`src/design/bccwf_pkg.sv`:
```
// Shared types and constants for the bounded clip/wrap/fold counter.
`timescale 1ns / 1ps

package bccwf_pkg;

	localparam int DATA_W    = 32;
	localparam int OP_W      = 2;
	localparam int MODE_W    = 2;
	localparam int CFG_IDX_W = 2;
	localparam int DEN_W     = 33;

	localparam logic [OP_W-1:0] OP_COUNT     = 2'd0;
	localparam logic [OP_W-1:0] OP_LOAD      = 2'd1;
	localparam logic [OP_W-1:0] OP_LOAD_EMIT = 2'd2;

	localparam logic [MODE_W-1:0] MODE_CLIP = 2'd0;
	localparam logic [MODE_W-1:0] MODE_WRAP = 2'd1;

	localparam logic [CFG_IDX_W-1:0] CFG_STEP  = 2'd0;
	localparam logic [CFG_IDX_W-1:0] CFG_MODE  = 2'd1;
	localparam logic [CFG_IDX_W-1:0] CFG_LOWER = 2'd2;
	localparam logic [CFG_IDX_W-1:0] CFG_UPPER = 2'd3;

	typedef enum logic [3:0] {
		ST_IDLE,
		ST_LOAD,
		ST_CHECK,
		ST_DIV,
		ST_POST1,
		ST_POST2,
		ST_SAT,
		ST_ADD,
		ST_EMIT
	} state_t;

	typedef struct packed {
		logic accept;
		logic load;
		logic check;
		logic post1;
		logic post2;
		logic sat;
		logic add;
		logic emit;
	} cmd_t;

	typedef struct packed {
		logic [OP_W-1:0] op;
		logic            need_div;
		logic            div_done;
		logic            out_free;
	} status_t;

endpackage

```
`src/design/bccwf_rem.sv`:
```
// Radix-2 restoring remainder unit, one dividend bit per cycle.
`timescale 1ns / 1ps

module bccwf_rem
	import bccwf_pkg::*;
#(
	parameter int NUM_W = 32
) (
	input  logic             clk,
	input  logic             arst_n,
	input  logic             start,
	input  logic [NUM_W-1:0] num,
	input  logic [DEN_W-1:0] den,
	output logic             done,
	output logic [DEN_W-1:0] rem
);

	localparam int CNT_W = $clog2(NUM_W + 1);

	logic             busy_q;
	logic [CNT_W-1:0] cnt_q;
	logic [NUM_W-1:0] num_q;
	logic [DEN_W-1:0] den_q;
	logic [DEN_W-1:0] rem_q;
	logic [DEN_W:0]   trial;
	logic [DEN_W:0]   diff;

	assign trial = {rem_q, num_q[NUM_W-1]};
	assign diff  = trial - {1'b0, den_q};

	always_ff @(posedge clk or negedge arst_n) begin
		if (!arst_n) begin
			busy_q <= 1'b0;
			cnt_q  <= '0;
		end else if (start) begin
			busy_q <= 1'b1;
			cnt_q  <= CNT_W'(NUM_W);
		end else if (busy_q) begin
			cnt_q <= cnt_q - CNT_W'(1);
			if (cnt_q == CNT_W'(1)) begin
				busy_q <= 1'b0;
			end
		end
	end

	always_ff @(posedge clk) begin
		if (start) begin
			num_q <= num;
			den_q <= den;
			rem_q <= '0;
		end else if (busy_q) begin
			num_q <= {num_q[NUM_W-2:0], 1'b0};
			if (trial >= {1'b0, den_q}) begin
				rem_q <= diff[DEN_W-1:0];
			end else begin
				rem_q <= trial[DEN_W-1:0];
			end
		end
	end

	assign done = !busy_q;
	assign rem  = rem_q;

endmodule

```
`src/design/bccwf_dp.sv`:
```
// Datapath: configuration registers, count state, bounding arithmetic, output register.
`timescale 1ns / 1ps

module bccwf_dp
	import bccwf_pkg::*;
#(
	parameter int VALUE_WIDTH = 32,
	parameter int FRAC_BITS   = 16
) (
	input  logic                 clk,
	input  logic                 arst_n,
	input  cmd_t                 cmd,
	output status_t              status,
	input  logic                 cfg_we,
	input  logic [CFG_IDX_W-1:0] cfg_index,
	input  logic [DATA_W-1:0]    cfg_data,
	input  logic [OP_W-1:0]      in_op,
	input  logic [DATA_W-1:0]    in_value,
	output logic                 out_valid,
	input  logic                 out_ready,
	output logic [DATA_W-1:0]    out_data,
	output logic [1:0]           out_user
);

	localparam int MW = (VALUE_WIDTH > DATA_W) ? VALUE_WIDTH : DATA_W;
	localparam int EW = MW + 2;
	localparam logic [DATA_W-1:0] STEP_RST  = DATA_W'(1) << FRAC_BITS;
	localparam logic [DATA_W-1:0] LOWER_RST = {1'b1, {(DATA_W-1){1'b0}}};
	localparam logic [DATA_W-1:0] UPPER_RST = {1'b0, {(DATA_W-1){1'b1}}};
	localparam logic signed [EW-1:0] VMAX_E =
		{{(EW-VALUE_WIDTH+1){1'b0}}, {(VALUE_WIDTH-1){1'b1}}};
	localparam logic signed [EW-1:0] VMIN_E = ~VMAX_E;

	logic [DATA_W-1:0]      step_q;
	logic [MODE_W-1:0]      mode_q;
	logic [DATA_W-1:0]      lower_q;
	logic [DATA_W-1:0]      upper_q;
	logic                   rev_q;
	logic [VALUE_WIDTH-1:0] count_q;
	logic [OP_W-1:0]        op_q;
	logic [DATA_W-1:0]      opnd_q;
	logic [DATA_W-1:0]      lo_q;
	logic [DATA_W-1:0]      hi_q;
	logic signed [EW-1:0]   v_q;
	logic                   fl_q;
	logic                   ce_q;
	logic                   below_q;
	logic                   fold_q;
	logic                   out_valid_q;
	logic [DATA_W-1:0]      out_data_q;
	logic [1:0]             out_user_q;

	logic signed [EW-1:0]   cnt_e;
	logic signed [EW-1:0]   src;
	logic signed [EW-1:0]   lo_e;
	logic signed [EW-1:0]   hi_e;
	logic signed [EW-1:0]   span;
	logic signed [EW-1:0]   gap;
	logic signed [EW-1:0]   d_e;
	logic signed [EW-1:0]   a_wrap;
	logic signed [EW-1:0]   a_fold;
	logic signed [EW-1:0]   sum;
	logic signed [EW-1:0]   step_e;
	logic signed [DATA_W:0] step_x;
	logic                   below;
	logic                   above;
	logic                   flat;
	logic                   clip_path;
	logic                   fold_mode;
	logic                   need_div;
	logic [DEN_W-1:0]       den;
	logic [DEN_W-1:0]       rem;
	logic                   rem_done;

	assign cnt_e = {{(EW-VALUE_WIDTH){count_q[VALUE_WIDTH-1]}}, count_q};
	assign lo_e  = {{(EW-DATA_W){lo_q[DATA_W-1]}}, lo_q};
	assign hi_e  = {{(EW-DATA_W){hi_q[DATA_W-1]}}, hi_q};
	assign src   = (op_q == OP_COUNT) ? cnt_e : {{(EW-DATA_W){opnd_q[DATA_W-1]}}, opnd_q};

	assign below     = src < lo_e;
	assign above     = src > hi_e;
	assign flat      = lo_q == hi_q;
	assign fold_mode = (mode_q != MODE_CLIP) && (mode_q != MODE_WRAP);
	assign clip_path = (op_q == OP_LOAD_EMIT) || ((op_q == OP_COUNT) && (mode_q == MODE_CLIP));
	assign need_div  = (op_q == OP_COUNT) && (mode_q != MODE_CLIP) && (below || above) && !flat;

	assign span = hi_e - lo_e;
	assign gap  = below ? (lo_e - src) : (src - hi_e);
	assign den  = fold_mode ? DEN_W'(span <<< 1) : DEN_W'(span);

	bccwf_rem #(
		.NUM_W(MW)
	) u_rem (
		.clk   (clk),
		.arst_n(arst_n),
		.start (cmd.check && need_div),
		.num   (gap[MW-1:0]),
		.den   (den),
		.done  (rem_done),
		.rem   (rem)
	);

	assign d_e    = {{(EW-DEN_W){1'b0}}, rem};
	assign a_wrap = below_q ? (hi_e - d_e) : (lo_e + d_e);
	assign a_fold = below_q ? (lo_e + d_e) : (hi_e - d_e);

	assign step_x = {step_q[DATA_W-1], step_q};
	assign step_e = rev_q ? EW'(-step_x) : {{(EW-DATA_W-1){step_x[DATA_W]}}, step_x};
	assign sum    = cnt_e + step_e;

	// configuration and control state
	always_ff @(posedge clk or negedge arst_n) begin
		if (!arst_n) begin
			step_q  <= STEP_RST;
			mode_q  <= MODE_CLIP;
			lower_q <= LOWER_RST;
			upper_q <= UPPER_RST;
			rev_q   <= 1'b0;
			count_q <= '0;
		end else begin
			if (cfg_we) begin
				case (cfg_index)
					CFG_STEP: begin
						step_q <= cfg_data;
						rev_q  <= 1'b0;
					end
					CFG_MODE:  mode_q  <= cfg_data[MODE_W-1:0];
					CFG_LOWER: lower_q <= cfg_data;
					CFG_UPPER: upper_q <= cfg_data;
					default: ;
				endcase
			end
			if (cmd.check && need_div && fold_mode) begin
				rev_q <= !rev_q;
			end
			if (cmd.sat) begin
				if (v_q > VMAX_E) begin
					count_q <= VMAX_E[VALUE_WIDTH-1:0];
				end else if (v_q < VMIN_E) begin
					count_q <= VMIN_E[VALUE_WIDTH-1:0];
				end else begin
					count_q <= v_q[VALUE_WIDTH-1:0];
				end
			end else if (cmd.add) begin
				if (sum > VMAX_E) begin
					count_q <= VMAX_E[VALUE_WIDTH-1:0];
				end else if (sum < VMIN_E) begin
					count_q <= VMIN_E[VALUE_WIDTH-1:0];
				end else begin
					count_q <= sum[VALUE_WIDTH-1:0];
				end
			end
		end
	end

	// working registers
	always_ff @(posedge clk) begin
		if (cmd.accept) begin
			op_q   <= in_op;
			opnd_q <= in_value;
		end
		if (cmd.load) begin
			if ($signed(lower_q) > $signed(upper_q)) begin
				lo_q <= upper_q;
				hi_q <= lower_q;
			end else begin
				lo_q <= lower_q;
				hi_q <= upper_q;
			end
		end
		if (cmd.check) begin
			below_q <= below;
			fold_q  <= fold_mode;
			if (clip_path) begin
				fl_q <= below && !above;
				ce_q <= above;
				v_q  <= above ? hi_e : (below ? lo_e : src);
			end else begin
				fl_q <= need_div && below;
				ce_q <= need_div && above;
				v_q  <= src;
			end
		end
		if (cmd.post1) begin
			v_q <= fold_q ? a_fold : a_wrap;
		end
		if (cmd.post2 && fold_q) begin
			if (below_q && (v_q > hi_e)) begin
				v_q <= (hi_e <<< 1) - v_q;
			end else if (!below_q && (v_q <= lo_e)) begin
				v_q <= (lo_e <<< 1) - v_q;
			end
		end
	end

	// output register
	always_ff @(posedge clk or negedge arst_n) begin
		if (!arst_n) begin
			out_valid_q <= 1'b0;
		end else if (cmd.emit) begin
			out_valid_q <= 1'b1;
		end else if (out_ready) begin
			out_valid_q <= 1'b0;
		end
	end

	always_ff @(posedge clk) begin
		if (cmd.emit) begin
			out_data_q <= v_q[DATA_W-1:0];
			out_user_q <= {ce_q, fl_q};
		end
	end

	assign status.op       = op_q;
	assign status.need_div = need_div;
	assign status.div_done = rem_done;
	assign status.out_free = !out_valid_q || out_ready;

	assign out_valid = out_valid_q;
	assign out_data  = out_data_q;
	assign out_user  = out_user_q;

endmodule

```
`src/design/bccwf_ctrl.sv`:
```
// Controller state machine sequencing one item through the datapath.
`timescale 1ns / 1ps

module bccwf_ctrl
	import bccwf_pkg::*;
(
	input  logic    clk,
	input  logic    arst_n,
	input  logic    in_valid,
	output logic    in_ready,
	input  status_t status,
	output cmd_t    cmd
);

	state_t state_q;
	state_t state_d;

	always_ff @(posedge clk or negedge arst_n) begin
		if (!arst_n) begin
			state_q <= ST_IDLE;
		end else begin
			state_q <= state_d;
		end
	end

	always_comb begin
		state_d = state_q;
		case (state_q)
			ST_IDLE: begin
				if (in_valid) state_d = ST_LOAD;
			end
			ST_LOAD: state_d = ST_CHECK;
			ST_CHECK: begin
				if (status.op != OP_COUNT && status.op != OP_LOAD
						&& status.op != OP_LOAD_EMIT) begin
					state_d = ST_IDLE;
				end else if (status.need_div) begin
					state_d = ST_DIV;
				end else begin
					state_d = ST_SAT;
				end
			end
			ST_DIV: begin
				if (status.div_done) state_d = ST_POST1;
			end
			ST_POST1: state_d = ST_POST2;
			ST_POST2: state_d = ST_SAT;
			ST_SAT: begin
				case (status.op)
					OP_COUNT:     state_d = ST_ADD;
					OP_LOAD_EMIT: state_d = ST_EMIT;
					default:      state_d = ST_IDLE;
				endcase
			end
			ST_ADD: state_d = ST_EMIT;
			ST_EMIT: begin
				if (status.out_free) state_d = ST_IDLE;
			end
			default: state_d = ST_IDLE;
		endcase
	end

	always_comb begin
		in_ready   = state_q == ST_IDLE;
		cmd        = '0;
		cmd.accept = (state_q == ST_IDLE) && in_valid;
		cmd.load   = state_q == ST_LOAD;
		cmd.check  = state_q == ST_CHECK;
		cmd.post1  = state_q == ST_POST1;
		cmd.post2  = state_q == ST_POST2;
		cmd.sat    = state_q == ST_SAT;
		cmd.add    = state_q == ST_ADD;
		cmd.emit   = (state_q == ST_EMIT) && status.out_free;
	end

endmodule

```
`src/design/bounded_counter_clip_wrap_fold.sv`:
```
// Bounded up/down counter with clip, wrap and fold modes.
// One item at a time: load the bounds, check, saturate, add the step for a count, then emit
// unless the op is a plain load; wrap or fold out of bounds first runs the radix-2 remainder loop.
// The next input is taken once the item is done; a result still held at the output stalls
// the next emit.
// Reset (arst_n low, asynchronous): count 0, step 1.0, clip mode, full bounds, no reversal.
`timescale 1ns / 1ps

module bounded_counter_clip_wrap_fold
	import bccwf_pkg::*;
#(
	parameter int VALUE_WIDTH = 32,
	parameter int FRAC_BITS   = 16
) (
	input  logic                 clk,
	input  logic                 arst_n,
	input  logic                 s_axis_tvalid,
	output logic                 s_axis_tready,
	input  logic [DATA_W-1:0]    s_axis_tdata,  // [31:0] operand_value
	input  logic [OP_W-1:0]      s_axis_tuser,  // [1:0] opcode
	output logic                 m_axis_tvalid,
	input  logic                 m_axis_tready,
	output logic [DATA_W-1:0]    m_axis_tdata,  // [31:0] count_out
	output logic [1:0]           m_axis_tuser,  // [0] hit_floor, [1] hit_ceiling
	input  logic                 cfg_valid,
	output logic                 cfg_ready,
	input  logic [CFG_IDX_W-1:0] cfg_index,
	input  logic [DATA_W-1:0]    cfg_data
);

	cmd_t    cmd;
	status_t status;

	assign cfg_ready = 1'b1;

	bccwf_ctrl u_ctrl (
		.clk     (clk),
		.arst_n  (arst_n),
		.in_valid(s_axis_tvalid),
		.in_ready(s_axis_tready),
		.status  (status),
		.cmd     (cmd)
	);

	bccwf_dp #(
		.VALUE_WIDTH(VALUE_WIDTH),
		.FRAC_BITS  (FRAC_BITS)
	) u_dp (
		.clk      (clk),
		.arst_n   (arst_n),
		.cmd      (cmd),
		.status   (status),
		.cfg_we   (cfg_valid && cfg_ready),
		.cfg_index(cfg_index),
		.cfg_data (cfg_data),
		.in_op    (s_axis_tuser),
		.in_value (s_axis_tdata),
		.out_valid(m_axis_tvalid),
		.out_ready(m_axis_tready),
		.out_data (m_axis_tdata),
		.out_user (m_axis_tuser)
	);

	a_one_in_flight: assert property (@(posedge clk) disable iff (!arst_n)
		s_axis_tvalid && s_axis_tready |=> !s_axis_tready)
		else $error("input taken while an item is in flight");

	a_flags_exclusive: assert property (@(posedge clk) disable iff (!arst_n)
		m_axis_tvalid |-> !(m_axis_tuser[0] && m_axis_tuser[1]))
		else $error("floor and ceiling flags both set");

	a_emit_source: assert property (@(posedge clk) disable iff (!arst_n)
		$rose(m_axis_tvalid) |-> $past(cmd.emit))
		else $error("result appeared without an emit command");

endmodule
```
`config.mk`:
```
export PLATFORM = sky130hd
export DESIGN_NAME = bounded_counter_clip_wrap_fold
export DESIGN_NICKNAME = d
export VERILOG_FILES = /design/src/design/bccwf_pkg.sv /design/src/design/bccwf_rem.sv /design/src/design/bccwf_dp.sv /design/src/design/bccwf_ctrl.sv /design/src/design/bounded_counter_clip_wrap_fold.sv
export SDC_FILE = /design/constraint.sdc
export NUM_CORES = 2
export LEC_CHECK = 0
export BUFFER_PORTS_ARGS = -buffer_cell sky130_fd_sc_hd__buf_2
export CAP_MARGIN = 20
export CORE_MARGIN = 2
export CORE_UTILIZATION = 40
export CTS_BUF_LIST = sky130_fd_sc_hd__clkbuf_4
export DETAILED_ROUTE_END_ITERATION = 10
export PLACE_DENSITY = 0.65
export SETUP_SLACK_MARGIN = 0.05
export SKIP_LAST_GASP = 1
export SYNTH_ARGS = -nofsm -noshare
export SYNTH_HDL_FRONTEND = slang
export SYNTH_SLANG_ARGS = --single-unit
```
`constraint.sdc`:
```
create_clock -name clk -period 10.6 [get_ports clk]
set_input_delay 1.06 -clock clk [delete_from_list [all_inputs] [get_ports clk]]
set_output_delay 1.06 -clock clk [all_outputs]
set_load 0.005 [all_outputs]
```
==> impl_metrics.yaml <==
global_route:
  grt_max_degree: 76
  grt_pass1_wl_um: 201900
  grt_antenna_before_repair: 9
  grtUsageTotal_pct: 28.68
  overflow: 0
  grt_pass1_vias: 31660
sta:
  skew_ns: 0.09266
  fin_crit_ns: 6.541
  rsz0062_at_grt: "no"
  fmax_ghz: 0.1529
  finalCritPeriodShare_pct: 61.71
  hold_viol_final: 0
  slew_headroom_pct: 30.05
  setup_violations: 0
  tns_ns: 0
  slew_violations: 0
  worst_pin_slew_ns: 1.049
placed_design:
  dp_hpwl_um: 108700
  place.gp.congestion: 1.038
  io_buffer_count: 108
  placed_area_mm2: 0.03847
clock_tree:
  ctsHtreeMaxLevel: 3
  cts_buffers: 115
  ctsResizeCount: 0
  tritoncts: "built"
  cts_max_path_buffers: 3
  hold_buffers: 0
  clkLatencyLatePin_ns: 0.99
  cts_setup_buffers: 0
  cts-root-buf: "clkbuf_4"
  clock_sink_count: 411
  clk_pin_slew_ns: 0.07
synthesis:
  synth_flop_cell: "edfxtp_1"
  yosysTopAreaCell: "edfxtp_1"
  synth_xor_area_share_pct: 6.609
  syn-mean-instance-area_um2: 8.886
  synth_compound_area_share_pct: 23.79
  seq_area_frac_synth_pct: 30.11
  synthSimpleGateAreaFrac_pct: 13.00
  synth_fp_nets: 4622
  ys_types: 95
  synthCells: 4114
  synth_mux_area_share_pct: 6.774
  synth_top_area_share_pct: 16.59
  async_flop_share_pct: 34.79
  synthTopCellsByCount: "426 x ha_1, 336 x a21oi_1, 325 x nand2_1"
  syn-cell-area_mm2: 0.03656
  synthAdderAreaFrac_pct: 15.07
  synthTopCellsByArea: "edfxtp_1 17%, ha_1 15%, dfrtp_1 7.5%"
  synth_warnings: 0
  synth_top_family_by_area: "compound AO/OA/AOI/OAI gates"
  synth-seq-cells: 411
  synth_edf_count: 202
  yosysMostFrequentCell: "ha_1"
cells_and_area:
  multi_input_area_mm2: 0.02394
  areaGrowthSynthToFinish_pct: 9.680
  postLayoutCoreUtil_pct: 44.41
  postLayoutCellArea_mm2: 0.04009
  drive_above_1_share_pct: 14.74
  layout.nets: 4756
  fillers: 8964
  layout.area.seq_mm2: 0.01101
worst_setup_path:
  slowest_stage: "buf_4"
  crit_family: "compound AO/OA/AOI/OAI gates"
  crit_type: "flop to flop"
  crit_buf_inv: 6
  crit_top_cell: "buf_4"
  worstPathArrival_ns: 7.35
  worstPathMaxFanout: 62
  end_kind: "flop"
  cpPeakStageDelay_ns: 0.69
  critPathLaunchType: "flop"
  crit_chain: "nor2_4 > buf_4 > mux2i_1 > inv_1 > ha_1 > a2111oi_0 > o221ai_1 > o2bb2ai_1 > a221oi_1 > and3_1 > a21oi_4 > buf_4 > a21oi_1 > nand2_1 > buf_4 > clkinv_2 > buf_4 > nor3_1 > a41oi_1 > o21ai_0"
  cp.required_ns: 11.40
die:
  core_area_mm2: 0.09029
  die_x_um: 306.3
  ios: 110
  start_util_pct: 40.49
  fp-row-count: 110
  dieArea_mm2: 0.09382
  die_h_um: 306.3
routing:
  first_iter_violations: 3420
  wirelength_um: 138100
  num_vias: 33640
  routed_via_density: 6.084
  drtAntennaViolNets: 0
  remaining_drc_errors: 0
  routedWlPerCell_um: 24.97
  firstDrtPassIters: 6
worst_hold_path:
  min_path_type: "input port to asynchronous set/reset pin"
job:
  maxCapViolations: 0
run_status:
  outcome: "complete, no violations"
==> cell usage in the layout, fill, tap and decap left out, types with 107 or more instances in the layout <==
master,n
a21oi_1,334
dfrtp_1,108
o21ai_0,272
nand2_1,325
mux2_2,192
edfxtp_1,202
nor2_1,283
inv_1,285
clkbuf_4,172
buf_2,107
ha_1,426
a21o_1,149
xnor2_1,176
==> final cells by class <==
class                      instances  share of cell area (%)
multi-input combinational       3268                   59.71
sequential                       411                   27.46
tap                             1176                   3.670
clock buffer                     172                   3.221
inverter                         287                   2.690
timing repair buffer             165                   2.431
clock inverter                    46                  0.7958
antenna                            4                 0.02497
==> worst reg2reg max path, delay by kind of cell, from the launching register on <==
family / cells / cell delay [ns]
buf+inv: 6 / 2.20
compound gates: 8 / 2.19
flops: 1 / 0.50
mux: 1 / 0.47
fa+ha+maj: 1 / 0.42
simple gates: 4 / 0.65
==> per-layer routing <==
| layer | vias to the layer above | wire length, um | global-route usage [%] | share of wire (%) |
|---|---|---|---|---|
| met2 | 1577 | 58100 | 42.78 | 42 |
| met3 | 393 | 12390 | 5.509 | 9.0 |
| met1 | 16090 | 58660 | 38.72 | 42 |
| li1 | 15570 | - | - | - |
| met4 | 8 | 8866 | 16.44 | 6.4 |
| met5 | - | 49 | 0 | 0.035 |
==> cell families after synthesis <==
kind of cell / Yosys count
xor gates and xnor gates: 275
buffers and inverters: 435
other: 1
muxes: 223
adders and majority gates: 435
and+or+nand+nor: 1009
DFF: 411
AOI/OAI and AO/OA: 1325
==> state kept, by name (all words and copies together), names as in the netlist <==
register           count
u_dp.out_user          2
u_dp.u_rem.den_q      33
u_dp.step_q           32
u_ctrl.state_q         4
u_dp.fl_q              1
u_dp.out_data         32
u_dp.op_q              2
u_dp.u_rem.num_q      32
u_dp.ce_q              1
u_dp.v_q              34
u_dp.lower_q          32
u_dp.out_valid         1
u_dp.u_rem.busy_q      1
u_dp.mode_q            2
u_dp.count_q          32
u_dp.hi_q             32
u_dp.below_q           1
u_dp.upper_q          32
u_dp.lo_q             32
u_dp.rev_q             1
u_dp.opnd_q           32
u_dp.u_rem.cnt_q       6
u_dp.u_rem.rem        33
u_dp.fold_q            1
==> stage by stage <==
stage	setup slack [ns]	hold slack, ns	instances
floorplan	2.676	0.4003	4114
global placement	4.401	0.4036	5307
detailed placement	4.224	0.4201	5307
CTS	4.224	0.09870	5525
global route	3.713	0.1464	5527
finish	4.059	0.1176	5529
==> final timing paths <==
path                                         from                              end  slack, ns  depth (start not counted)
setup / recovery           u_dp.op_q[1]$_DFFE_PP_  u_dp.u_rem.rem[30]$_SDFFE_PP0P_       4.06                         20
setup reg to reg           u_dp.op_q[1]$_DFFE_PP_  u_dp.u_rem.rem[30]$_SDFFE_PP0P_       4.06                         20
hold / removal                             arst_n      u_dp.step_q[30]$_DFFE_PN0P_       0.12                          1
min in group clk                  s_axis_tdata[0]         u_dp.opnd_q[0]$_DFFE_PP_       0.24                          1
max in group asynchronous                  arst_n    u_ctrl.state_q[1]$_DFFE_PN0P_       9.00                          2
hold reg to reg               u_dp.ce_q$_DFFE_PN_       u_dp.out_user[1]$_DFFE_PP_       0.44                          0
Power is left out: the tool's default activity adds up to more than one toggle a clock period on the data nets, which glitch-free logic cannot reach.
